`src/hdl/ptwe_pkg.sv`:
```
// ptwe_pkg: primitive modes, pass-through codes and group control type
// shared by the edge generator, the top level and the checker
// no dependencies

package ptwe_pkg;

    // primitive modes as latched on the start flag
    localparam logic [3:0] MODE_POINTS    = 4'd0;
    localparam logic [3:0] MODE_LINES     = 4'd1;
    localparam logic [3:0] MODE_LOOP      = 4'd2;
    localparam logic [3:0] MODE_LSTRIP    = 4'd3;
    localparam logic [3:0] MODE_TRIS      = 4'd4;
    localparam logic [3:0] MODE_TSTRIP    = 4'd5;
    localparam logic [3:0] MODE_FAN       = 4'd6;
    localparam logic [3:0] MODE_QUADS     = 4'd7;
    localparam logic [3:0] MODE_QSTRIP    = 4'd8;
    localparam logic [3:0] MODE_POLYGON   = 4'd9;

    // pass-through modes on the result side
    localparam logic [1:0] PASS_POINTS    = 2'd0;
    localparam logic [1:0] PASS_LINES     = 2'd1;
    localparam logic [1:0] PASS_LOOP      = 2'd2;
    localparam logic [1:0] PASS_LSTRIP    = 2'd3;

    // result kinds
    localparam logic KIND_EDGE = 1'b0;
    localparam logic KIND_PASS = 1'b1;

    // results one vertex can cause
    localparam int MAX_RESULTS = 4;
    localparam int CNT_BITS    = $clog2(MAX_RESULTS + 1);
    localparam int PTR_BITS    = $clog2(MAX_RESULTS);

    // control part of one vertex's result group
    typedef struct packed {
        logic [CNT_BITS-1:0] count;
        logic                kind;
        logic [1:0]          pass_mode;
    } group_ctrl_t;

endpackage

```
`src/hdl/ptwe_edge_gen.sv`:
```
// ptwe_edge_gen: turns one vertex and the run state into its result group
// and the next run state; purely combinational
// depends on ptwe_pkg

module ptwe_edge_gen #(
    parameter int INDEX_BITS = 32
) (
    input  logic [INDEX_BITS-1:0] vertex_index,
    input  logic [3:0]            prim_mode,
    input  logic                  start_of_primitive,
    input  logic [3:0]            mode_cur,
    input  logic [INDEX_BITS-1:0] recent_cur [3],
    input  logic [INDEX_BITS-1:0] anchor_cur,
    input  logic [1:0]            seen_cur,
    input  logic [1:0]            phase_cur,
    output logic [3:0]            mode_nxt,
    output logic [INDEX_BITS-1:0] recent_nxt [3],
    output logic [INDEX_BITS-1:0] anchor_nxt,
    output logic [1:0]            seen_nxt,
    output logic [1:0]            phase_nxt,
    output ptwe_pkg::group_ctrl_t ctrl,
    output logic [INDEX_BITS-1:0] from_idx [ptwe_pkg::MAX_RESULTS],
    output logic [INDEX_BITS-1:0] to_idx [ptwe_pkg::MAX_RESULTS]
);

    logic [3:0]            mode;
    logic [1:0]            pos;
    logic [1:0]            ph;
    logic [INDEX_BITS-1:0] v;
    logic [INDEX_BITS-1:0] p1;
    logic [INDEX_BITS-1:0] p2;
    logic [INDEX_BITS-1:0] p3;
    logic [INDEX_BITS-1:0] anc;

    // a start restarts the run with cleared history
    always_comb
    begin
        v    = vertex_index;
        mode = start_of_primitive ? prim_mode : mode_cur;
        pos  = start_of_primitive ? 2'd0 : seen_cur;
        ph   = start_of_primitive ? 2'd0 : phase_cur;
        p1   = start_of_primitive ? '0 : recent_cur[0];
        p2   = start_of_primitive ? '0 : recent_cur[1];
        p3   = start_of_primitive ? '0 : recent_cur[2];
        anc  = start_of_primitive ? vertex_index : anchor_cur;
    end

    // history shift and saturating vertex count
    always_comb
    begin
        mode_nxt      = mode;
        recent_nxt[0] = v;
        recent_nxt[1] = p1;
        recent_nxt[2] = p2;
        anchor_nxt    = anc;
        seen_nxt      = (pos == 2'd3) ? 2'd3 : pos + 2'd1;
    end

    // result group and group phase per mode
    always_comb
    begin
        ctrl.count     = '0;
        ctrl.kind      = ptwe_pkg::KIND_EDGE;
        ctrl.pass_mode = ptwe_pkg::PASS_POINTS;
        phase_nxt      = ph;
        for (int k = 0; k < ptwe_pkg::MAX_RESULTS; k++)
        begin
            from_idx[k] = '0;
            to_idx[k]   = '0;
        end

        unique case (mode)
            ptwe_pkg::MODE_POINTS, ptwe_pkg::MODE_LINES,
            ptwe_pkg::MODE_LOOP, ptwe_pkg::MODE_LSTRIP:
            begin
                ctrl.count     = ptwe_pkg::CNT_BITS'(1);
                ctrl.kind      = ptwe_pkg::KIND_PASS;
                ctrl.pass_mode = mode[1:0];
                from_idx[0]    = v;
            end
            ptwe_pkg::MODE_POLYGON:
            begin
                ctrl.count     = ptwe_pkg::CNT_BITS'(1);
                ctrl.kind      = ptwe_pkg::KIND_PASS;
                ctrl.pass_mode = ptwe_pkg::PASS_LOOP;
                from_idx[0]    = v;
            end
            ptwe_pkg::MODE_TSTRIP:
            begin
                if (pos >= 2'd2)
                begin
                    ctrl.count  = ptwe_pkg::CNT_BITS'(2);
                    from_idx[0] = p2;
                    to_idx[0]   = v;
                    from_idx[1] = p1;
                    to_idx[1]   = v;
                end
                else if (pos == 2'd1)
                begin
                    ctrl.count  = ptwe_pkg::CNT_BITS'(1);
                    from_idx[0] = p1;
                    to_idx[0]   = v;
                end
            end
            ptwe_pkg::MODE_FAN:
            begin
                if (pos >= 2'd1)
                begin
                    ctrl.count  = (pos >= 2'd2) ? ptwe_pkg::CNT_BITS'(2)
                                                : ptwe_pkg::CNT_BITS'(1);
                    from_idx[0] = p1;
                    to_idx[0]   = v;
                    from_idx[1] = anc;
                    to_idx[1]   = v;
                end
            end
            ptwe_pkg::MODE_TRIS:
            begin
                if (ph >= 2'd2)
                begin
                    ctrl.count  = ptwe_pkg::CNT_BITS'(3);
                    from_idx[0] = p2;
                    to_idx[0]   = p1;
                    from_idx[1] = p1;
                    to_idx[1]   = v;
                    from_idx[2] = p2;
                    to_idx[2]   = v;
                    phase_nxt   = 2'd0;
                end
                else
                begin
                    phase_nxt = ph + 2'd1;
                end
            end
            ptwe_pkg::MODE_QUADS:
            begin
                if (ph == 2'd3)
                begin
                    ctrl.count  = ptwe_pkg::CNT_BITS'(4);
                    from_idx[0] = p3;
                    to_idx[0]   = p2;
                    from_idx[1] = p2;
                    to_idx[1]   = p1;
                    from_idx[2] = p1;
                    to_idx[2]   = v;
                    from_idx[3] = p3;
                    to_idx[3]   = v;
                end
                // wraps back to zero after the fourth corner
                phase_nxt = ph + 2'd1;
            end
            ptwe_pkg::MODE_QSTRIP:
            begin
                if (ph == 2'd0)
                begin
                    // first quad needs four vertices
                    if (pos == 2'd3)
                    begin
                        ctrl.count  = ptwe_pkg::CNT_BITS'(4);
                        from_idx[0] = p3;
                        to_idx[0]   = p2;
                        from_idx[1] = p3;
                        to_idx[1]   = p1;
                        from_idx[2] = p2;
                        to_idx[2]   = v;
                        from_idx[3] = p1;
                        to_idx[3]   = v;
                        phase_nxt   = 2'd1;
                    end
                end
                else if (ph == 2'd1)
                begin
                    phase_nxt = 2'd2;
                end
                else
                begin
                    ctrl.count  = ptwe_pkg::CNT_BITS'(3);
                    from_idx[0] = p3;
                    to_idx[0]   = p1;
                    from_idx[1] = p2;
                    to_idx[1]   = v;
                    from_idx[2] = p1;
                    to_idx[2]   = v;
                    phase_nxt   = 2'd1;
                end
            end
            default:
            begin
                // unknown modes give nothing, the vertex count still advances
            end
        endcase
    end

endmodule

```
`src/hdl/primitive_to_wireframe_edges.sv`:
```
// primitive_to_wireframe_edges: top level, run state, result group and
// output register; depends on ptwe_pkg and ptwe_edge_gen
//
//  channel  | handshake                  | payload
//  ---------+----------------------------+-----------------------------------------
//  vertex   | vertex_valid, vertex_stall | vertex_index, prim_mode,
//           |                            | start_of_primitive, end_of_primitive
//  edge     | edge_valid, edge_stall     | result_kind, pass_mode, edge_from,
//           |                            | edge_to, primitive_end, last_of_run
//
// a vertex is decoded in its transfer cycle into a group of 0 to 4 results;
// the group hands one result per cycle to the output register while it
// is not stalled; a vertex holds the group until its last result leaves and one
// with none leaves it empty; results pass the group, then the output register
// the next vertex is taken in the cycle the group's last result moves out,
// so one result can wait stalled in the output register meanwhile
// reset clears the run state (points mode, empty history) and both stages

module primitive_to_wireframe_edges #(
    parameter int INDEX_BITS = 32
) (
    input  logic                  clk,
    input  logic                  rst_n,
    input  logic                  vertex_valid,
    output logic                  vertex_stall,
    input  logic [INDEX_BITS-1:0] vertex_index,
    input  logic [3:0]            prim_mode,
    input  logic                  start_of_primitive,
    input  logic                  end_of_primitive,
    output logic                  edge_valid,
    input  logic                  edge_stall,
    output logic                  result_kind,
    output logic [1:0]            pass_mode,
    output logic [INDEX_BITS-1:0] edge_from,
    output logic [INDEX_BITS-1:0] edge_to,
    output logic                  primitive_end,
    output logic                  last_of_run
);

    localparam int NRES = ptwe_pkg::MAX_RESULTS;
    localparam int CW   = ptwe_pkg::CNT_BITS;
    localparam int PW   = ptwe_pkg::PTR_BITS;

    // run state
    logic [3:0]            mode_reg;
    logic [INDEX_BITS-1:0] recent_reg [3];
    logic [INDEX_BITS-1:0] anchor_reg;
    logic [1:0]            seen_reg;
    logic [1:0]            phase_reg;

    logic [3:0]            mode_next;
    logic [INDEX_BITS-1:0] recent_next [3];
    logic [INDEX_BITS-1:0] anchor_next;
    logic [1:0]            seen_next;
    logic [1:0]            phase_next;

    // result group of the incoming vertex and of the vertex being unloaded
    ptwe_pkg::group_ctrl_t gen_ctrl;
    logic [INDEX_BITS-1:0] gen_from [NRES];
    logic [INDEX_BITS-1:0] gen_to [NRES];

    ptwe_pkg::group_ctrl_t grp_ctrl_reg;
    logic [PW-1:0]         grp_ptr_reg;
    logic                  grp_end_reg;
    logic [INDEX_BITS-1:0] grp_from_reg [NRES];
    logic [INDEX_BITS-1:0] grp_to_reg [NRES];

    // output register
    logic                  out_valid_reg;
    logic                  out_kind_reg;
    logic [1:0]            out_pass_reg;
    logic [INDEX_BITS-1:0] out_from_reg;
    logic [INDEX_BITS-1:0] out_to_reg;
    logic                  out_end_reg;
    logic                  out_last_reg;

    logic grp_valid;
    logic grp_last;
    logic out_free;
    logic grp_move;
    logic in_xfer;

    ptwe_edge_gen #(
        .INDEX_BITS (INDEX_BITS)
    ) u_edge_gen (
        .vertex_index       (vertex_index),
        .prim_mode          (prim_mode),
        .start_of_primitive (start_of_primitive),
        .mode_cur           (mode_reg),
        .recent_cur         (recent_reg),
        .anchor_cur         (anchor_reg),
        .seen_cur           (seen_reg),
        .phase_cur          (phase_reg),
        .mode_nxt           (mode_next),
        .recent_nxt         (recent_next),
        .anchor_nxt         (anchor_next),
        .seen_nxt           (seen_next),
        .phase_nxt          (phase_next),
        .ctrl               (gen_ctrl),
        .from_idx           (gen_from),
        .to_idx             (gen_to)
    );

    // handshake control
    always_comb
    begin
        grp_valid    = (grp_ctrl_reg.count != '0);
        grp_last     = ({1'b0, grp_ptr_reg} == CW'(grp_ctrl_reg.count - CW'(1)));
        out_free     = !out_valid_reg || !edge_stall;
        grp_move     = grp_valid && out_free;
        vertex_stall = grp_valid && !(grp_move && grp_last);
        in_xfer      = vertex_valid && !vertex_stall;
    end

    // run state update on each vertex transfer
    always_ff @(posedge clk or negedge rst_n)
    begin
        if (!rst_n)
        begin
            mode_reg   <= ptwe_pkg::MODE_POINTS;
            anchor_reg <= '0;
            seen_reg   <= 2'd0;
            phase_reg  <= 2'd0;
            for (int k = 0; k < 3; k++)
            begin
                recent_reg[k] <= '0;
            end
        end
        else if (in_xfer)
        begin
            mode_reg   <= mode_next;
            anchor_reg <= anchor_next;
            seen_reg   <= seen_next;
            phase_reg  <= phase_next;
            for (int k = 0; k < 3; k++)
            begin
                recent_reg[k] <= recent_next[k];
            end
        end
    end

    // group control: load on transfer, step the pointer as results leave
    always_ff @(posedge clk or negedge rst_n)
    begin
        if (!rst_n)
        begin
            grp_ctrl_reg <= '0;
            grp_ptr_reg  <= '0;
        end
        else if (in_xfer)
        begin
            grp_ctrl_reg <= gen_ctrl;
            grp_ptr_reg  <= '0;
        end
        else if (grp_move)
        begin
            if (grp_last)
            begin
                grp_ctrl_reg.count <= '0;
            end
            else
            begin
                grp_ptr_reg <= grp_ptr_reg + PW'(1);
            end
        end
    end

    // group payload
    always_ff @(posedge clk)
    begin
        if (in_xfer)
        begin
            grp_end_reg  <= end_of_primitive;
            grp_from_reg <= gen_from;
            grp_to_reg   <= gen_to;
        end
    end

    // output register valid
    always_ff @(posedge clk or negedge rst_n)
    begin
        if (!rst_n)
        begin
            out_valid_reg <= 1'b0;
        end
        else if (out_free)
        begin
            out_valid_reg <= grp_valid;
        end
    end

    // output register payload
    always_ff @(posedge clk)
    begin
        if (grp_move)
        begin
            out_kind_reg <= grp_ctrl_reg.kind;
            out_pass_reg <= grp_ctrl_reg.pass_mode;
            out_from_reg <= grp_from_reg[grp_ptr_reg];
            out_to_reg   <= grp_to_reg[grp_ptr_reg];
            out_end_reg  <= grp_end_reg && grp_last;
            out_last_reg <= grp_last;
        end
    end

    assign edge_valid    = out_valid_reg;
    assign result_kind   = out_kind_reg;
    assign pass_mode     = out_pass_reg;
    assign edge_from     = out_from_reg;
    assign edge_to       = out_to_reg;
    assign primitive_end = out_end_reg;
    assign last_of_run   = out_last_reg;

endmodule

```
`config.mk`:
```
export PLATFORM = sky130hd
export DESIGN_NAME = primitive_to_wireframe_edges
export DESIGN_NICKNAME = d
export VERILOG_FILES = /design/src/hdl/ptwe_pkg.sv /design/src/hdl/ptwe_edge_gen.sv /design/src/hdl/primitive_to_wireframe_edges.sv
export SDC_FILE = /design/constraint.sdc
export NUM_CORES = 1
export LEC_CHECK = 0
export ABC_AREA = 1
export BUFFER_PORTS_ARGS = -buffer_cell sky130_fd_sc_hd__buf_2
export CELL_PAD_IN_SITES_DETAIL_PLACEMENT = 0
export CELL_PAD_IN_SITES_GLOBAL_PLACEMENT = 1
export CORE_MARGIN = 1
export CORE_UTILIZATION = 47
export DETAILED_ROUTE_END_ITERATION = 12
export PLACE_DENSITY = 0.92
export SLEW_MARGIN = 10
export SYNTH_ARGS = -nofsm -noshare
export SYNTH_HDL_FRONTEND = slang
export SYNTH_SLANG_ARGS = --single-unit
export TNS_END_PERCENT = 50
```
`constraint.sdc`:
```
create_clock -name clk -period 9.3 [get_ports clk]
set_input_delay 0.465 -clock clk [delete_from_list [all_inputs] [get_ports clk]]
set_output_delay 0.465 -clock clk [all_outputs]
set_load 0.02 [all_outputs]
```
== Word level (Yosys, flattened, before mapping) ==
Index checks and enable logic that the tools add are counted.

* Word-level logic and storage cells: 133
* Bits of input ports: 42
* Bits in registers: 471
* Output and inout port bits: 71

* Order comparisons: 4
* Add/subtract/negate cells: 4
* Reduce and logical (&&, ||, !) cells: 19
* Bitwise gates (word level): 1
* Multiplexer cells: 63
* Equality and inequality tests: 15

{| class="wikitable"
|+ Operators by type and width
! kind !! number
|-
| 96-bit two-way mux || 6
|-
| 128-bit two-way mux || 4
|-
| 32-bit two-way mux || 16
|-
| 64-bit one-hot mux with 5 select lines || 1
|-
| 32-bit one-hot mux with 3 select lines || 2
|-
| 32-bit one-hot mux with 6 select lines || 1
|-
| 32-bit one-hot mux with 5 select lines || 1
|-
| 32-bit binary-select mux with 2-bit select || 2
|-
| 64-bit two-way mux || 2
|-
| 32-bit one-hot mux with 2 select lines || 2
|-
| 2-bit two-way mux || 13
|-
| 3-bit two-way mux || 8
|-
| 3-bit one-hot mux with 6 select lines || 1
|-
| 4-bit by 3-bit == test with 1-bit output, second input constant || 4
|-
| 4-bit by 2-bit == test with 1-bit output, second input constant || 2
|-
| 4-bit == test, second input constant || 2
|-
| 2-bit by 1-bit adder with 2-bit output, second input constant || 3
|-
| 2-bit one-hot mux with 3 select lines || 1
|-
| 3-bit one-hot mux with 2 select lines || 1
|-
| 1-bit logical AND || 5
|-
| 5-bit OR reduction || 1
|-
| 2-bit by 1-bit == test with 1-bit output, second input constant || 2
|-
| 2-bit == test, second input constant || 2
|-
| 4-bit by 1-bit == test with 1-bit output, second input constant || 1
|-
| other kinds (17) || 23
|}

== Longest topological paths before layout ==
* Depth in word-level cells: 10
* Depth in mapped cells: 17

== Hierarchy ==
Synthesis repeated with hierarchy kept, for this count alone.

* Cells, all modules: 4,094
* Area total of the unflattened synthesis: 29,219.3 sq um

{| class="wikitable"
|+ By module, submodules not included
! module !! area each (sq um) !! instances !! seq. area each (sq um) !! cells an instance
|-
| primitive_to_wireframe_edges || 17,312.9 || 1 || 13,417.9 || 1,345
|-
| ptwe_edge_gen || 11,906.4 || 1 || 0.0 || 2,749
|}

== Worst setup path after synthesis ==
Ideal clock, no wire load.

* Kind: flip-flop to flip-flop
* From: reg grp_ctrl_reg[3] (netlist bit)
* To: reg grp_end_reg (enable)
* Setup slack: 1,203 ps
* Library setup time: 507 ps
* Buffers on the path: 1
* Required time: 8,793 ps
* Stages on the path, launching flop included: 11
* Data arrival time: 7,590 ps
* Path through: dfrtp_1 -> inv_1 -> ha_1 -> inv_1 -> nor2_1 -> nor2_1 -> nand4_1 -> nand2_1 -> nand2_1 -> clkinv_1 -> buf_2

* Longest elaborated chain between the ends: 7
* Elaborated cells on any way between the ends: 9
* Classes of those cells: 1 x add/sub; 1 x eq/ne; 7 x reduce/logical

{| class="wikitable"
|+ Ends and longest elaborated chain
! element !! line !! text
|-
| start: declaration || primitive_to_wireframe_edges.sv:62 || <nowiki>ptwe_pkg::group_ctrl_t grp_ctrl_reg;</nowiki>
|-
| start signal: assignment || primitive_to_wireframe_edges.sv:152 || <nowiki>grp_ctrl_reg <= gen_ctrl;</nowiki>
|-
| 3-bit nonzero test || primitive_to_wireframe_edges.sv:107 || <nowiki>grp_valid = (grp_ctrl_reg.count != '0);</nowiki>
|-
| 1-bit logical AND || primitive_to_wireframe_edges.sv:110 || <nowiki>grp_move = grp_valid && out_free;</nowiki>
|-
| named net grp_move || primitive_to_wireframe_edges.sv:80 || <nowiki>logic grp_move;</nowiki>
|-
| 1-bit logical AND || primitive_to_wireframe_edges.sv:111 || <nowiki>vertex_stall = grp_valid && !(grp_move && grp_last);</nowiki>
|-
| 1-bit zero test || primitive_to_wireframe_edges.sv:111 ||
|-
| 1-bit logical AND || primitive_to_wireframe_edges.sv:111 ||
|-
| 1-bit zero test || primitive_to_wireframe_edges.sv:112 || <nowiki>in_xfer = vertex_valid && !vertex_stall;</nowiki>
|-
| 1-bit logical AND || primitive_to_wireframe_edges.sv:112 ||
|-
| named net in_xfer || primitive_to_wireframe_edges.sv:81 || <nowiki>logic in_xfer;</nowiki>
|-
| end signal: assignment || primitive_to_wireframe_edges.sv:173 || <nowiki>grp_end_reg <= end_of_primitive;</nowiki>
|-
| end: declaration || primitive_to_wireframe_edges.sv:64 || <nowiki>logic grp_end_reg;</nowiki>
|}

The timed path passes the listed nets, and every way through them passes these cells.
A chain may end at the register's enable or synchronous reset.

==> impl_metrics.tcl <==
set metrics [dict create \
    dp_hpwl_mm 39.8 \
    cts_buffers 51 \
    first_pass_iters 6 \
    num_rows 83 \
    grt_max_degree 218 \
    hp-class "input pin to asynchronous set/reset pin" \
    cap_violations 0 \
    start_util_pct 48.0 \
    placed_area_um2 25600 \
    skew_ns 0.0114 \
    wire_per_inst_um 20.8 \
    place_congestion 0.852 \
    netlist_instances 3006 \
    antenna_found_initial 1 \
    synthMuxAreaShare_pct 0 \
    cts_tree "built" \
    fin_setup_tns_ns 0 \
    ctsHtreeMaxLevel 2 \
    power_leakage_uw 0.0114 \
    area_delta_synth_final_pct 9.99 \
    clkPwrFrac_pct 25.6 \
    intPower_uw 4960 \
    period_share_pct 57.0 \
    ff2ff_setup_slack_ns 4.63 \
    path_class "input pin to register" \
    vias_per_cell 6.04 \
    maxSlewViolCount 0 \
    cts_root_buf "clkbuf_16" \
    wirelength_mm 77.0 \
    synthDistinctLibCells 35 \
    synthAdderAreaFrac_pct 0.302 \
    rsz0062_at_grt "false" \
    synth_edf_count 326 \
    ys_seq_elements 471 \
    vias 22366 \
    startpoint_type "input pin" \
    ios 113 \
    die_w_um 232 \
    grt_overflow 0 \
    cts.sink_count 471 \
    clk_latency_ns 0.60 \
    relSlewSlack_pct 13.4 \
    setup_violations 0 \
    ys.flop_type "edfxtp_1" \
    grt_pass1_wl_mm 119 \
    drive_gt1_share_pct 8.76 \
    crit_path_end_kind "register" \
    async_flop_share_pct 30.8 \
    die-area_um2 53800 \
    nets 3030 \
    synth_largest_area_cell "edfxtp_1" \
    track_usage_pct 28.5 \
    synth-compound-area-share_pct 16.2 \
    synth_top_family_by_area "simple AND/OR/NAND/NOR gates" \
    clockBufferDepth 3 \
    clk_pin_slew_worst_paths_ns 0.06 \
    die_h_um 232 \
    core_um2 51800 \
    drt-initial-drc-count 2770 \
    period_minus_slack_ns 5.30 \
    worstPathRequired_ns 9.60 \
    hold_viol 0 \
    final_util_pct 52.8 \
    synthTopCellsByArea "edfxtp_1 39%, dfrtp_1 15%, nand2_1 12%" \
    drc_errors 0 \
    fill_cells 4674 \
    pwr-share-comb_pct 32.9 \
    postCtsSetupBuffers 0 \
    status "finished clean" \
    p_sw_share_pct 39.6 \
    ys_seq_area_share_pct 54.0 \
    clock.fmax_mhz 189 \
    syn_avg_cell_area_um2 8.27 \
    fin_area_um2 27300 \
    ctsHoldBuffers 0 \
    worstMarginPinSlew_ns 1.29 \
    p_per_area_nw_per_um2 301 \
    synth-simple-area-share_pct 23.2 \
    crit_fanout 81 \
    ctsResizeCount 0 \
    seqPwrFrac_pct 41.6 \
    grt_pass1_vias 21024 \
    synth_top_area_share_pct 39.4 \
    power_switching_uw 3260 \
    portBuffers 112 \
    synth_nets 3054 \
    drt.antenna.violating_nets 0 \
    synthesis.area_um2 24900 \
    yosysWarnings 0 \
    vdd_drop_max_mv 0.201 \
    p_total_uw 8220 \
    crit_arrival_ns 5.60 \
    synth_xor_area_share_pct 0.141 \
]
[power groups by stage]
stage / Combinational [uW] / Clock (uW) / Sequential, uW
after global routing: 2960 / 2200 / 3490
after global placement: 2600 / 0 / 3430
after floorplan: 1610 / 0 / 3560
after CTS: 2670 / 2120 / 3410
after detailed placement: 2660 / 0 / 3440
final: 2700 / 2100 / 3420
[worst paths after layout]
path	endpoint	cells past startpoint	startpoint
setup / recovery	grp_to_reg[18]$_DFFE_PP_	11	start_of_primitive
min in group clk	grp_end_reg$_DFFE_PP_	1	end_of_primitive
setup reg to reg	grp_to_reg[18]$_DFFE_PP_	9	phase_reg[1]$_DFFE_PN0P_
hold reg to reg	result_kind$_DFFE_PP_	0	grp_ctrl_reg[2]$_DFFE_PN0P_
hold / removal	anchor_reg[29]$_DFFE_PN0P_	1	rst_n
max in group asynchronous	recent_reg[26]$_DFFE_PN0P_	2	rst_n
[per-layer routing]
layer	vias to the layer above	global-route usage (%)	part of all wire (%)
met3	218	5.23	12
met4	0	10.6	3.3
met1	10501	39.3	40
met2	1398	44.7	45
met5	-	0	0
li1	10249	-	-
[placed cells by master (no fill, tap or decap), drive strengths merged, types with 2 or more instances in the layout]
| cell type | netlist | final |
|---|---|---|
| nand2 | 802 | 802 |
| o21ai | 561 | 561 |
| edfxtp | 326 | 326 |
| nor2 | 301 | 301 |
| nand3 | 170 | 170 |
| inv | 146 | 148 |
| dfrtp | 145 | 145 |
| buf | 90 | 140 |
| a21oi | 126 | 126 |
| o22ai | 87 | 87 |
| clkbuf | 127 | 63 |
| nand3b | 42 | 42 |
| nand4 | 40 | 40 |
| nor3 | 26 | 26 |
| clkinv | 2 | 20 |
| bufinv | 0 | 6 |
| clkinvlp | 0 | 6 |
| ha | 6 | 6 |
| xor2 | 3 | 3 |
| diode | 0 | 2 |
| o31ai | 2 | 2 |
[per-stage QoR]
stage	cells	setup slack (ns)	hold WS, ns
after floorplan	3006	1.20	0.169
after global placement	3609	3.68	0.437
after detailed placement	3609	3.53	0.441
after CTS	3704	4.16	0.0208
after global routing	3704	3.91	0.0405
final	3706	4.00	0.00567
[logic make-up (layout without fill, tap and decap cells)]
family | count (synthesis) | count (layout)
xor gates and xnor gates | 4 | 4
DFF | 471 | 471
and+or+nand+nor | 1381 | 1381
buffers and inverters | 365 | 383
AOI/OAI and AO/OA | 779 | 779
other | 0 | 2
adders and majority gates | 6 | 6
[worst max-delay path: stages]
cell and delay [ns]:
buf_2 0.20, inv_4 0.66, nand2_1 0.47, ha_4 0.42, inv_2 0.78, nor2_4 0.05, buf_4 0.39, nand2_2 0.94
nand2_1 0.16, inv_2 0.84, nor2_1 0.12
[synthesized netlist by cell type (12+ instances only)]
master    instances
nand2_1         794
o21ai_0         522
edfxtp_1        326
nor2_1          291
nand3_1         170
dfrtp_1         145
inv_1           140
a21oi_1         126
clkbuf_1        125
o22ai_1          87
buf_2            63
nand3b_1         42
nand4_1          40
o21ai_1          38
nor3_1           26
buf_1            12
[layout make-up]
type | instances | area (um^2) | area share [%]
antenna | 2 | 5.00 | 0.0183
clock buffer | 63 | 1390 | 5.10
clock inverter | 32 | 327 | 1.19
inverter | 148 | 571 | 2.09
multi-input combinational | 2170 | 9980 | 36.5
sequential | 471 | 13400 | 49.1
tap | 680 | 851 | 3.11
timing repair buffer | 140 | 790 | 2.89
Power figures use the tool's default switching activity.
